## src/cca_pkg.sv

```systemverilog
// ----------------------------------------------------------------------------
// cca_pkg
// Shared types and constants of the cluster chain allocator.
// ----------------------------------------------------------------------------
package cca_pkg;

  localparam int LINK_W  = 16;
  localparam int COUNT_W = 13;

  // Lowest cluster number that can hold data.
  localparam logic [LINK_W-1:0] FIRST_CLUSTER = 16'd2;

  localparam logic [COUNT_W-1:0] TABLE_ENTRIES_RST = 13'd4096;
  localparam logic [LINK_W-1:0]  END_MARK_RST      = 16'd65528;

  // Configuration register indexes.
  localparam logic REG_TABLE_ENTRIES = 1'b0;
  localparam logic REG_END_MARK      = 1'b1;

  typedef enum logic [1:0] {
    REQ_READ  = 2'd0,
    REQ_SET   = 2'd1,
    REQ_ALLOC = 2'd2,
    REQ_FREE  = 2'd3
  } req_type_t;

  typedef enum logic [1:0] {
    STAT_OK      = 2'd0,
    STAT_INVALID = 2'd1,
    STAT_NOSPACE = 2'd2,
    STAT_CAP     = 2'd3
  } status_t;

  typedef enum logic [2:0] {
    S_CLEAR,
    S_IDLE,
    S_READ,
    S_SCAN,
    S_ALLOC_END,
    S_FREE_CHK,
    S_FREE_WR,
    S_RESP
  } state_t;

  typedef struct packed {
    req_type_t          req_type;
    logic [LINK_W-1:0]  cluster_num;
    logic [LINK_W-1:0]  link_value;
    logic [COUNT_W-1:0] alloc_count;
  } request_t;

  typedef struct packed {
    logic [LINK_W-1:0] result_cluster;
    status_t           status;
  } response_t;

  typedef struct packed {
    logic clearing;
    logic push;
  } eng_stat_t;

endpackage

```

## src/cca_engine.sv

```systemverilog
// ----------------------------------------------------------------------------
// cca_engine
// Request sequencer: clearing sweep, read/set, first-fit allocate scan and
// chain free walk, all through the table memory.
// ----------------------------------------------------------------------------
module cca_engine
  import cca_pkg::*;
#(
  parameter int MAX_CLUSTERS = 4096,
  localparam int AW   = $clog2(MAX_CLUSTERS),
  localparam int CMPW = (AW + 1 > LINK_W) ? AW + 1 : LINK_W
) (
  input  logic              clk,
  input  logic              rst,
  input  logic              in_valid,
  output logic              in_ready,
  input  request_t          req,
  input  logic [CMPW-1:0]   n_used,
  input  logic [LINK_W-1:0] end_mark,
  input  logic              out_free,
  output response_t         resp,
  output eng_stat_t         stat,
  output logic              mem_we,
  output logic [AW-1:0]     mem_waddr,
  output logic [LINK_W-1:0] mem_wdata,
  output logic [AW-1:0]     mem_raddr,
  input  logic [LINK_W-1:0] mem_rdata
);

  function automatic logic is_valid(input logic [LINK_W-1:0] c,
                                    input logic [LINK_W-1:0] em,
                                    input logic [CMPW-1:0]   nn);
    return (c >= FIRST_CLUSTER) && (c < em) && (CMPW'(c) < nn);
  endfunction

  state_t             state, state_next;
  logic [AW-1:0]      clr_addr, clr_addr_next;
  logic [CMPW-1:0]    scan_c, scan_c_next;
  logic               chk_v, chk_v_next;
  logic [CMPW-1:0]    chk_c, chk_c_next;
  logic [COUNT_W-1:0] cnt, cnt_next;
  logic               have, have_next;
  logic [LINK_W-1:0]  first, first_next;
  logic [LINK_W-1:0]  prev, prev_next;
  logic [LINK_W-1:0]  cur, cur_next;
  logic [CMPW-1:0]    steps, steps_next;
  logic               from_alloc, from_alloc_next;
  logic [LINK_W-1:0]  res, res_next;
  status_t            st, st_next;

  logic in_valid_req, scan_issue, scan_hit, cur_ok, cap_hit;

  assign in_valid_req = is_valid(req.cluster_num, end_mark, n_used);
  assign scan_issue   = scan_c < n_used;
  assign scan_hit     = chk_v && (mem_rdata == '0) && (chk_c < CMPW'(end_mark));
  assign cur_ok       = is_valid(cur, end_mark, n_used);
  assign cap_hit      = steps >= n_used;

  // Next state.
  always_comb begin
    state_next = state;
    unique case (state)
      S_CLEAR: begin
        if (clr_addr == AW'(MAX_CLUSTERS - 1)) state_next = S_IDLE;
      end
      S_IDLE: begin
        if (in_valid) begin
          unique case (req.req_type)
            REQ_READ:  state_next = in_valid_req ? S_READ : S_RESP;
            REQ_SET:   state_next = S_RESP;
            REQ_ALLOC: state_next = (req.alloc_count == '0) ? S_RESP : S_SCAN;
            REQ_FREE:  state_next = in_valid_req ? S_FREE_CHK : S_RESP;
          endcase
        end
      end
      S_READ:      state_next = S_RESP;
      S_SCAN: begin
        if (scan_hit && cnt == COUNT_W'(1)) begin
          state_next = S_ALLOC_END;
        end else if (!chk_v && !scan_issue) begin
          state_next = have ? S_FREE_CHK : S_RESP;
        end
      end
      S_ALLOC_END: state_next = S_RESP;
      S_FREE_CHK:  state_next = (cur_ok && !cap_hit) ? S_FREE_WR : S_RESP;
      S_FREE_WR:   state_next = S_FREE_CHK;
      S_RESP: begin
        if (out_free) state_next = S_IDLE;
      end
      default:     state_next = S_IDLE;
    endcase
  end

  // Outputs and datapath.
  always_comb begin
    in_ready        = 1'b0;
    stat.clearing   = 1'b0;
    stat.push       = 1'b0;
    mem_we          = 1'b0;
    mem_waddr       = clr_addr;
    mem_wdata       = '0;
    mem_raddr       = cur[AW-1:0];
    clr_addr_next   = clr_addr;
    scan_c_next     = scan_c;
    chk_v_next      = 1'b0;
    chk_c_next      = chk_c;
    cnt_next        = cnt;
    have_next       = have;
    first_next      = first;
    prev_next       = prev;
    cur_next        = cur;
    steps_next      = steps;
    from_alloc_next = from_alloc;
    res_next        = res;
    st_next         = st;
    unique case (state)
      S_CLEAR: begin
        stat.clearing = 1'b1;
        mem_we        = 1'b1;
        clr_addr_next = clr_addr + AW'(1);
      end
      S_IDLE: begin
        in_ready  = 1'b1;
        mem_raddr = req.cluster_num[AW-1:0];
        res_next  = end_mark;
        st_next   = STAT_OK;
        if (in_valid) begin
          unique case (req.req_type)
            REQ_READ: begin
              if (!in_valid_req) st_next = STAT_INVALID;
            end
            REQ_SET: begin
              if (in_valid_req) begin
                mem_we    = 1'b1;
                mem_waddr = req.cluster_num[AW-1:0];
                mem_wdata = req.link_value;
                res_next  = '0;
              end else begin
                st_next = STAT_INVALID;
              end
            end
            REQ_ALLOC: begin
              cnt_next        = req.alloc_count;
              scan_c_next     = CMPW'(FIRST_CLUSTER);
              have_next       = 1'b0;
              from_alloc_next = 1'b1;
              if (req.alloc_count == '0) st_next = STAT_NOSPACE;
            end
            REQ_FREE: begin
              cur_next        = req.cluster_num;
              steps_next      = '0;
              from_alloc_next = 1'b0;
              if (!in_valid_req) st_next = STAT_INVALID;
            end
          endcase
        end
      end
      S_READ: begin
        res_next = mem_rdata;
      end
      S_SCAN: begin
        // Reads run one entry ahead of the free check; links always land
        // below the entry being checked, so no forwarding is needed.
        mem_raddr = scan_c[AW-1:0];
        if (scan_issue) begin
          chk_v_next  = 1'b1;
          chk_c_next  = scan_c;
          scan_c_next = scan_c + CMPW'(1);
        end
        if (scan_hit) begin
          if (have) begin
            mem_we    = 1'b1;
            mem_waddr = prev[AW-1:0];
            mem_wdata = chk_c[LINK_W-1:0];
          end else begin
            first_next = chk_c[LINK_W-1:0];
          end
          have_next = 1'b1;
          prev_next = chk_c[LINK_W-1:0];
          cnt_next  = cnt - COUNT_W'(1);
        end
        if (!chk_v && !scan_issue) begin
          // Ran out of space: give back the partial chain if there is one.
          st_next    = STAT_NOSPACE;
          cur_next   = first;
          steps_next = '0;
        end
      end
      S_ALLOC_END: begin
        mem_we    = 1'b1;
        mem_waddr = prev[AW-1:0];
        mem_wdata = end_mark;
        res_next  = first;
        st_next   = STAT_OK;
      end
      S_FREE_CHK: begin
        mem_raddr = cur[AW-1:0];
        if (!cur_ok) begin
          res_next = from_alloc ? end_mark : '0;
          st_next  = from_alloc ? STAT_NOSPACE : STAT_OK;
        end else if (cap_hit) begin
          res_next = end_mark;
          st_next  = from_alloc ? STAT_NOSPACE : STAT_CAP;
        end
      end
      S_FREE_WR: begin
        mem_we     = 1'b1;
        mem_waddr  = cur[AW-1:0];
        cur_next   = mem_rdata;
        steps_next = steps + CMPW'(1);
      end
      S_RESP: begin
        stat.push = out_free;
      end
      default: begin
      end
    endcase
  end

  assign resp.result_cluster = res;
  assign resp.status         = st;

  always_ff @(posedge clk) begin
    if (rst) begin
      state    <= S_CLEAR;
      clr_addr <= '0;
      chk_v    <= 1'b0;
    end else begin
      state    <= state_next;
      clr_addr <= clr_addr_next;
      chk_v    <= chk_v_next;
    end
  end

  always_ff @(posedge clk) begin
    scan_c     <= scan_c_next;
    chk_c      <= chk_c_next;
    cnt        <= cnt_next;
    have       <= have_next;
    first      <= first_next;
    prev       <= prev_next;
    cur        <= cur_next;
    steps      <= steps_next;
    from_alloc <= from_alloc_next;
    res        <= res_next;
    st         <= st_next;
  end

endmodule

```

## config.mk

```make
export PLATFORM = sky130hd
export DESIGN_NAME = cca_engine
export DESIGN_NICKNAME = d
export VERILOG_FILES = /design/src/cca_pkg.sv /design/src/cca_engine.sv
export SDC_FILE = /design/constraint.sdc
export NUM_CORES = 1
export LEC_CHECK = 0
export ABC_AREA = 0
export BUFFER_PORTS_ARGS = -buffer_cell sky130_fd_sc_hd__clkbuf_2
export CAP_MARGIN = 20
export CORE_ASPECT_RATIO = 0.5
export CORE_MARGIN = 3
export CORE_UTILIZATION = 60
export CTS_CLUSTER_DIAMETER = 200
export CTS_CLUSTER_SIZE = 40
export DETAILED_ROUTE_END_ITERATION = 10
export HOLD_SLACK_MARGIN = 0.05
export PLACE_DENSITY = 0.84
export SYNTH_ARGS = -nofsm -noshare
export SYNTH_HDL_FRONTEND = slang
export SYNTH_SLANG_ARGS = --single-unit
```

## constraint.sdc

```tcl
create_clock -name clk -period 11.3 [get_ports clk]
set_input_delay 1.13 -clock clk [delete_from_list [all_inputs] [get_ports clk]]
set_output_delay 1.13 -clock clk [all_outputs]
set_load 0.005 [all_outputs]
```

After elaboration in Yosys (flattened, before gate mapping)
Index checks and enable logic that the tools add are counted.

operators by class
  $add $sub $neg = 4
  $lt $le $gt $ge = 9
  equal/unequal tests = 22
  multiplexer cells = 73
  bitwise operators = 2
  reduce and logical (&&, ||, !) cells = 35

operator list
  cell                     count
  $mux W16                 20
  $pmux W16 S3             3
  $lt A16 B16 Y1           6
  $pmux W16 S4             1
  $mux W12                 5
  $pmux W12 S4             1
  $mux W13                 3
  $add A16 B1 Y16 const B  2
  $ge A16 B2 Y1 const B    2
  $pmux W16 S2             1
  $pmux W13 S2             1
  $pmux W12 S2             1
  $mux W3                  7
  $pmux W3 S7              1
  $ge A16 B16 Y1           1
  $logic_not A16 Y1        1
  $mux W2                  8
  $ne A2 B2 Y1 const B     8
  $reduce_and A4 Y1        4
  $mux W1                  15
  $eq A13 B1 Y1 const B    1
  $logic_not A13 Y1        1
  $sub A13 B1 Y13 const B  1
  $add A12 B1 Y12 const B  1
  24 further kinds         50

word-level totals
  register bits = 141
  bits of input ports = 99
  output and inout port bits = 62
  logic and storage cells = 159

Logic depth before layout (Yosys ltp)
Gate-level depths: netlist of the first run.

  word-level depth = 7
  mapped depth = 11
  depth with buffers taken out = 9

Worst setup path before layout of the first run
OpenSTA, ideal clock, no wires.

  path type = input -> output
  start = in n_used[7]
  end = out mem_waddr[0]
  arrival time = 3.367 ns
  data required time = 10.170 ns
  setup slack = 6.803 ns
  cell stages on the path = 11
  path buffers = 2
  cells stage by stage = inv_1 -> ha_1 -> a21oi_1 -> o21ai_0 -> a2111oi_0 -> nand4_1 -> or4_1 -> buf_2 -> buf_2 -> o21a_1 -> o221a_2

on the way
  cells in the longest elaborated chain, start to end = 6

ends and longest elaborated chain
  item                 line               source
  from (decl)          cca_engine.sv:18   input logic [CMPW-1:0] n_used,
  $lt A16 B16 Y1       cca_engine.sv:33   return (c >= FIRST_CLUSTER) && (c < em) && (CMPW'(c) < nn);
  $logic_and A1 B1 Y1  cca_engine.sv:33
  $mux W12             cca_engine.sv:133  if (in_valid_req) begin
  $mux W12             cca_engine.sv:128  unique case (req.req_type)
  $mux W12             cca_engine.sv:127  if (in_valid) begin
  $pmux W12 S4         cca_engine.sv:116  unique case (state)
  to (decl)            cca_engine.sv:24   output logic [AW-1:0] mem_waddr,

Every way passes these cells.

Worst setup path after layout of the first run
  start = in n_used[7]
  end = out mem_wdata[13]

on the way
  cells in the longest elaborated chain, start to end = 6

ends and longest elaborated chain
  item                 line               source
  $lt A16 B16 Y1       cca_engine.sv:33
  $logic_and A1 B1 Y1  cca_engine.sv:33
  $mux W16             cca_engine.sv:133
  $mux W16             cca_engine.sv:128
  $mux W16             cca_engine.sv:127
  $pmux W16 S3         cca_engine.sv:116
  to (decl)            cca_engine.sv:25   output logic [LINK_W-1:0] mem_wdata,

Every way passes these cells.

==> metrics.txt, run 1 <==
kind of start point of the critical path=input port; data arrival time of the critical path=4.47 ns; r2r endpoint=cur[12]; setup repair after global routing missed its margin=false; DR vias=9767; actual transition at the worst max-transition pin=approximately 1.1 ns; number of nets in the layout=between 1000 and 1500; initial antenna violation count=0; post-CTS clock slew at the launch and capture registers of the worst setup and hold paths=roughly 0.06 ns; Max Transition Viols Final=0; Async SR Flop Fraction=0%; final global-route overflow total=0; critical path class=input port to output pin; total of warnings raised by yosys=0; hold buffer count at cts=0; largest net degree at the start of global routing=between 50 and 60; # H-tree levels=4; final weighted congestion in routability-driven placement=1.01; crit-path max FO=27; number of detailed-route iterations in the first pass=8; DPL Wire Length=25600 um; Chip Height=approximately 99 um; synthesis-to-finish area growth=15.1%; starting density of the core=62.1%; wire length of the first global-routing pass=51700 um; Max Root-Sink Buffers=2; slack of the worst reg-to-reg path=7.70 ns; Core Footprint=16600 um2; final critical path time including I/O delays and setup=5.60 ns; Critical Path Slowest Stage Cell=sky130_fd_sc_hd__or4_1; number of buffers created by CTS=17; Total Routing Usage GR=36.0%; worst reg2reg path startpoint=state[2]; worst slew margin relative to its limit=27.5%; CTS tree=yes; Most Frequent Cell on Critical Path=sky130_fd_sc_hd__clkbuf_2; hold path start=chk_c[14]; final core utilization=71.5%; number of max-capacitance violations reported=0; share of layout cells above drive strength 1=slightly below 20%; Worst path max stage delay=a little over 1 ns; sequential cell area in the final layout=4070 um2; Gates resized, CTS repair=0; top area cells in the synthesized netlist=sky130_fd_sc_hd__edfxtp_1 (36%), sky130_fd_sc_hd__ha_1 (13%), sky130_fd_sc_hd__nand2_1 (3.3%); root buf cell=sky130_fd_sc_hd__clkbuf_16; First DRT Iteration DRCs=1386; setup TNS=0 ns; kind of end point of the critical path=output pin; class of the worst hold path=register to register; Leakage=between 4 and 5 nW; sinks on the clock net=around 140; Syn Nets=1278; Worst EP required=10.17 ns; PnR worst setup slack=5.70 ns; power after layout=1.25 mW; DRC violation count after routing=0; worst clock skew=between 0.015 and 0.02 ns; gate count of the mapped netlist=~1100; status=complete, no violations; detailed-route wire length per cell=23.9 um; endpoints failing hold=0; post-synthesis instance area=10300 um2; Most used DFF post-synth=sky130_fd_sc_hd__edfxtp_1; per-instance average area after synthesis=9.68 um2; number of nets still failing antenna checks after routing=0; horizontal die dimension=192 um; Via-to-Cell Ratio=6.75; power density relative to cell area=between 100 and 150 nW/um2; most numerous cell in the Yosys netlist=sky130_fd_sc_hd__edfxtp_1; total wire length after detailed routing=34600 um; ordered list of cells on the worst path=clkbuf_2, inv_1, ha_1, a21oi_1, o21ai_0, a2111oi_0, nand4_1, or4_1, nor2_4, a221o_1, clkbuf_2; area share of the leading cell type in the synthesized netlist=36.3%; count of state elements after synthesis=141; die area=18900 um2; cell count of the worst hold path=0; WHS Endpoint=first[14]; Worst R2R Path Depth=8; antenna cell count=0; area used by multi-input combinational logic=a little under 6000 um2; vias in the first global route=9238; largest area contributor in the netlist=sky130_fd_sc_hd__edfxtp_1; fin crit share=49.5%; final hold slack=0.545 ns; clock latency at the later pin of the worst-skew pair=0.44 ns; largest vdd supply drop=102 uV; fraction of the yosys area taken by sequential cells=39.4%; # Post-CTS Setup Buffers=0; IO buf count=160; top cell types by occurrence after synthesis=sky130_fd_sc_hd__edfxtp_1 (125), sky130_fd_sc_hd__ha_1 (111), sky130_fd_sc_hd__nand2_1 (92), sky130_fd_sc_hd__nor2_1 (88), sky130_fd_sc_hd__inv_1 (54); number of rows created at floorplan=33; final number of setup-violating endpoints=0; number of fillers in the final layout=1263; Setup WS pre-CTS=5.81 ns; Highest Clock Rate=about 180 MHz; Netlist cell types=63; Top-Level Pins=161; number of synthesized flops with an enable pin=125
cell type report:
class	instances	share of cell area (%)
clock inverter	14	1.27
multi-input combinational	819	49.1
timing repair buffer	173	7.58
tap	227	2.39
sequential	141	34.2
inverter	56	1.77
clock buffer	18	3.61
worst max path at each step:
stage	slack, ns	end	start
floorplan	6.80	mem_waddr[0]	n_used[7]
global route	5.51	mem_wdata[5]	n_used[7]
detailed placement	5.81	mem_wdata[13]	n_used[7]
global placement	5.92	mem_wdata[13]	n_used[7]
finish	5.70	mem_wdata[13]	n_used[7]
CTS	5.80	mem_wdata[13]	n_used[7]
sequential cells by signal, summed over array words and instances, names as in the netlist:
register    count
state           3
have            1
chk_v           1
cur            16
st              2
cnt            13
first          16
from_alloc      1
prev           12
res            16
scan_c         16
steps          16
clr_addr       12
chk_c          16
placed cells by master, fill, tap and decap left out, drive strengths merged, types with 10 or more instances in the layout:
master and instances:
a21o 18, o221a 13, o311ai 14, a211oi 23, buf 12, xor2 25
a221o 16, o21a 28, o22ai 19, dfxtp 16, o21ai 44, mux2i 13
a21oi 43, ha 111, nor3 31, edfxtp 125, nand4 39, nand2 92
nor2 91, a22oi 16, mux2 12, inv 54, nand3 35, and4 10
clkbuf 179, xnor2 22, nor2b 20, nor4 18, clkinv 13
cells by family (layout without fill, tap and decap cells):
group	count (synthesis)	count (layout)	share of synthesized area, %
buffers and inverters	108	261	4.16
and+or+nand+nor	373	373	18.0
xor gates and xnor gates	47	47	3.98
AOI/OAI and AO/OA	263	263	18.4
adders and majority gates	111	111	13.4
DFF	141	141	39.4
muxes	25	25	2.57
power breakdown:
group	switching (mW)	internal, mW	total, mW
registers	0.00174	0.563	0.565
logic	0.0734	0.0457	0.119
clock network	0.226	0.343	0.569
per-stage QoR:
stage,instances,instance area (um2)
4_1_cts,1445,11900
2_1_floorplan,1068,10300
3_5_place_dp,1413,11300
6_report,1448,11900
3_3_place_gp,1413,11300
5_1_grt,1448,11900
per-layer routing:
metal	global-route usage (%)	wire length, um	vias up
met5	1.28	0	-
met4	12.3	1060	0
met3	14.0	5260	129
met2	54.0	14900	731
met1	48.0	13300	4541
li1	-	-	4366
critical path: cells and delay by family:
| family | cells | cell delay [ns] |
|---|---|---|
| and+or+nand+nor | 3 | 1.75 |
| AOI/OAI and AO/OA | 4 | 0.92 |
| adders and majority gates | 1 | 0.29 |
| buffers and inverters | 3 | 0.37 |
No activity file was read; power rests on OpenSTA's default activity.
==> run 2: changes to the inputs <==
--- a/config.mk
+++ b/config.mk
@@ -5,17 +5,17 @@
 export SDC_FILE = /design/constraint.sdc
 export NUM_CORES = 1
 export LEC_CHECK = 0
-export ABC_AREA = 0
+export ABC_AREA = 1
 export BUFFER_PORTS_ARGS = -buffer_cell sky130_fd_sc_hd__clkbuf_2
 export CAP_MARGIN = 20
 export CORE_ASPECT_RATIO = 0.5
 export CORE_MARGIN = 3
-export CORE_UTILIZATION = 60
+export CORE_UTILIZATION = 53
 export CTS_CLUSTER_DIAMETER = 200
 export CTS_CLUSTER_SIZE = 40
 export DETAILED_ROUTE_END_ITERATION = 10
 export HOLD_SLACK_MARGIN = 0.05
-export PLACE_DENSITY = 0.84
+export PLACE_DENSITY = 0.78
 export SYNTH_ARGS = -nofsm -noshare
 export SYNTH_HDL_FRONTEND = slang
 export SYNTH_SLANG_ARGS = --single-unit
==> constraint.sdc (replaced) <==
create_clock -name clk -period 4.7 [get_ports clk]
set_input_delay 0.47 -clock clk [delete_from_list [all_inputs] [get_ports clk]]
set_output_delay 0.47 -clock clk [all_outputs]
set_load 0.005 [all_outputs]
==> run 2 against run 1 <==
Effect of this change: hold slack worse by 0.21 ns; clock power is 140% higher; clock-buffer cell count stayed put; largest cell class unchanged; combinational power grew to 19 times the previous value; via count is 11% higher; area after synthesis is 3.2% higher; sequential power grew to 3.5 times the previous value; cell area is 3.3% higher; cell count is 24% higher.
==> metrics.txt, run 2 <==
vias in the first global route=10036; power density relative to cell area=457 nW/um2; Total Routing Usage GR=35.1%; global-route layer with the greatest usage=met2; worst slew margin relative to its limit=a little over a quarter; DPL Wire Length=30300 um; most numerous cell in the Yosys netlist=sky130_fd_sc_hd__nand2_1; final core utilization=approximately 64%; number of rows created at floorplan=35; top cell types by occurrence after synthesis=sky130_fd_sc_hd__nand2_1 (373), sky130_fd_sc_hd__inv_1 (195), sky130_fd_sc_hd__edfxtp_1 (125), sky130_fd_sc_hd__ha_1 (111), sky130_fd_sc_hd__nor2_1 (110); data arrival time of the critical path=between 3 and 4 ns; post-synthesis instance area=10700 um2; Async SR Flop Fraction=0%; antenna cell count=0; Combinational Power Share=40.4%; wire length of the first global-routing pass=57500 um; die area=22000 um2; clock network fraction of design power=24.8%; First DRT Iteration DRCs=1583; hold buffer count at cts=0; DR vias=10880; Via-to-Cell Ratio=just over 6; most frequent standard cell in the layout excluding fill and tap cells=sky130_fd_sc_hd__nand2_1; horizontal die dimension=207 um; fraction of the yosys area taken by sequential cells=38.2%; number of nets still failing antenna checks after routing=0; synthesis-to-finish area growth=15.2%; share of layout cells above drive strength 1=15.3%; # Post-CTS Setup Buffers=0; status=complete, no violations; Worst EP required=4.23 ns; Max Root-Sink Buffers=2; detailed-route wire length per cell=around 22 um; endpoints failing hold=0; final weighted congestion in routability-driven placement=1.01; Core Footprint=around 19000 um2; post-CTS clock slew at the launch and capture registers of the worst setup and hold paths=~0.070 ns; met3 GRT Util=12.0%; most used cells in the layout excluding fill and tap cells=sky130_fd_sc_hd__nand2_1 (373), sky130_fd_sc_hd__inv_1 (195), sky130_fd_sc_hd__clkbuf_2 (160), sky130_fd_sc_hd__edfxtp_1 (125), sky130_fd_sc_hd__ha_1 (111); top area cells in the synthesized netlist=sky130_fd_sc_hd__edfxtp_1 (35%), sky130_fd_sc_hd__nand2_1 (13%), sky130_fd_sc_hd__ha_1 (13%); gate count of the mapped netlist=~1400; Most used DFF post-synth=sky130_fd_sc_hd__edfxtp_1; per-instance average area after synthesis=slightly below 8 um2; Syn Nets=1577; initial antenna violation count=0; kind of start point of the critical path=register; setup repair after global routing missed its margin=false; IO buf count=160; Max Transition Viols Final=0; largest net degree at the start of global routing=36; class of the worst hold path=input port to register; met2 Usage GRT=51.2%; CTS tree=yes; final number of setup-violating endpoints=0; clock latency at the later pin of the worst-skew pair=0.43 ns; sinks on the clock net=141; # H-tree levels=4; number of max-capacitance violations reported=0; total of warnings raised by yosys=0; area share of the leading cell type in the synthesized netlist=35.2%; sequential cell fraction of total power=approximately a third; kind of end point of the critical path=output pin; number of detailed-route iterations in the first pass=6; total wire length after detailed routing=about 39000 um; Netlist cell types=47; number of synthesized flops with an enable pin=between 100 and 150; number of buffers created by CTS=17; Top-Level Pins=161; number of nets in the layout=1729; final critical path time including I/O delays and setup=3.85 ns; met1 track demand over resource in global routing=50.5%; root buf cell=sky130_fd_sc_hd__clkbuf_16; count of state elements after synthesis=141; starting density of the core=56.0%; Chip Height=106 um; sw frac=41.5%; crit-path max FO=20; final global-route overflow total=0; critical path class=register to output pin; Leakage=5.84 nW; number of fillers in the final layout=1647; actual transition at the worst max-transition pin=1.09 ns; worst clock skew=a little under 0.01 ns; total net switching power=2.33 mW; cell internal pwr=3.29 mW; largest area contributor in the netlist=sky130_fd_sc_hd__edfxtp_1; Gates resized, CTS repair=0; DRC violation count after routing=0; Highest Clock Rate=260 MHz; fin crit share=approximately four fifths; largest vdd supply drop=271 uV; setup TNS=0 ns
-- run 2: cell count changes after synthesis, moves of 22 or more --
cell | before | now
sky130_fd_sc_hd__a21oi_1 | 42 | 75
sky130_fd_sc_hd__o211ai_1 | 2 | 25
sky130_fd_sc_hd__nand2_1 | 92 | 373
sky130_fd_sc_hd__nor2_1 | 88 | 110
sky130_fd_sc_hd__inv_1 | 54 | 195
sky130_fd_sc_hd__o21a_1 | 28 | 6
-- run 2: cell type report --
| class | count | area, um2 | area share [%] |
|---|---|---|---|
| Sequential cell | 141 | 4070 | 33.2 |
| Tap cell | 259 | 324 | 2.64 |
| Clock inverter | 14 | 151 | 1.23 |
| Multi-Input combinational cell | 984 | 5650 | 46.0 |
| Inverter | 204 | 766 | 6.23 |
| Timing Repair Buffer | 171 | 883 | 7.19 |
| Clock buffer | 18 | 429 | 3.49 |
-- run 2: per-layer routing --
layer,vias to the layer above,share of wire [%]
li1,4956,-
met5,-,0
met4,0,1.7
met2,814,41
met1,5036,42
met3,74,15
-- run 2: stage by stage --
| step | hold WS [ns] | setup WS (ns) | std cells | power [mW] | instance area (um2) |
|---|---|---|---|---|---|
| after detailed placement | 0.494 | 1.15 | 1758 | 4.14 | 11700 |
| after floorplan | 0.454 | 0.411 | 1367 | 3.21 | 10700 |
| after global routing | 0.348 | 0.642 | 1791 | 5.87 | 12300 |
| after CTS | 0.326 | 0.956 | 1790 | 5.51 | 12300 |
| final | 0.337 | 0.851 | 1791 | 5.62 | 12300 |
| after global placement | 0.485 | 1.22 | 1758 | 4.08 | 11700 |
-- run 2: critical path, stage by stage (launching register included) --
cell and delay, ns:
sky130_fd_sc_hd__edfxtp_1 0.54, sky130_fd_sc_hd__ha_1 0.37, sky130_fd_sc_hd__nand2_1 0.08, sky130_fd_sc_hd__nand4_1 0.09
sky130_fd_sc_hd__nor2_1 0.09, sky130_fd_sc_hd__nand2_1 0.07, sky130_fd_sc_hd__nor2_2 0.32, sky130_fd_sc_hd__nand3_1 0.64
sky130_fd_sc_hd__o211ai_1 0.40, sky130_fd_sc_hd__nand4_1 0.20, sky130_fd_sc_hd__clkbuf_2 0.16
-- run 2: kinds of logic (layout without fill, tap and decap cells) --
| logic type | count (synthesis) | after routing | share of synthesized area [%] |
|---|---|---|---|
| compound gates | 227 | 227 | 13.1 |
| xor+xnor | 13 | 13 | 1.07 |
| flops | 141 | 141 | 38.2 |
| buf+inv | 242 | 407 | 9.00 |
| fa+ha+maj | 111 | 111 | 13.0 |
| simple gates | 633 | 633 | 25.6 |
-- run 2: final timing paths --
kind | start | endpoint | slack [ns] | cells after the start
worst max-delay path | chk_c[15] | mem_waddr[0] | 0.85 | 10
worst min-delay path | req[7] | cnt[7] | 0.34 | 3
worst max register to register | chk_c[15] | first[0] | 1.59 | 8
worst min register to register | scan_c[6] | chk_c[6] | 0.51 | 0
-- run 2: power by group through the flow --
stage / registers [mW] / clock network, mW / logic (mW)
final: 1.95 / 1.39 / 2.27
after CTS: 1.94 / 1.38 / 2.19
after floorplan: 1.89 / 0 / 1.31
after global routing: 1.97 / 1.44 / 2.47
after global placement: 1.96 / 0 / 2.12
after detailed placement: 1.96 / 0 / 2.18
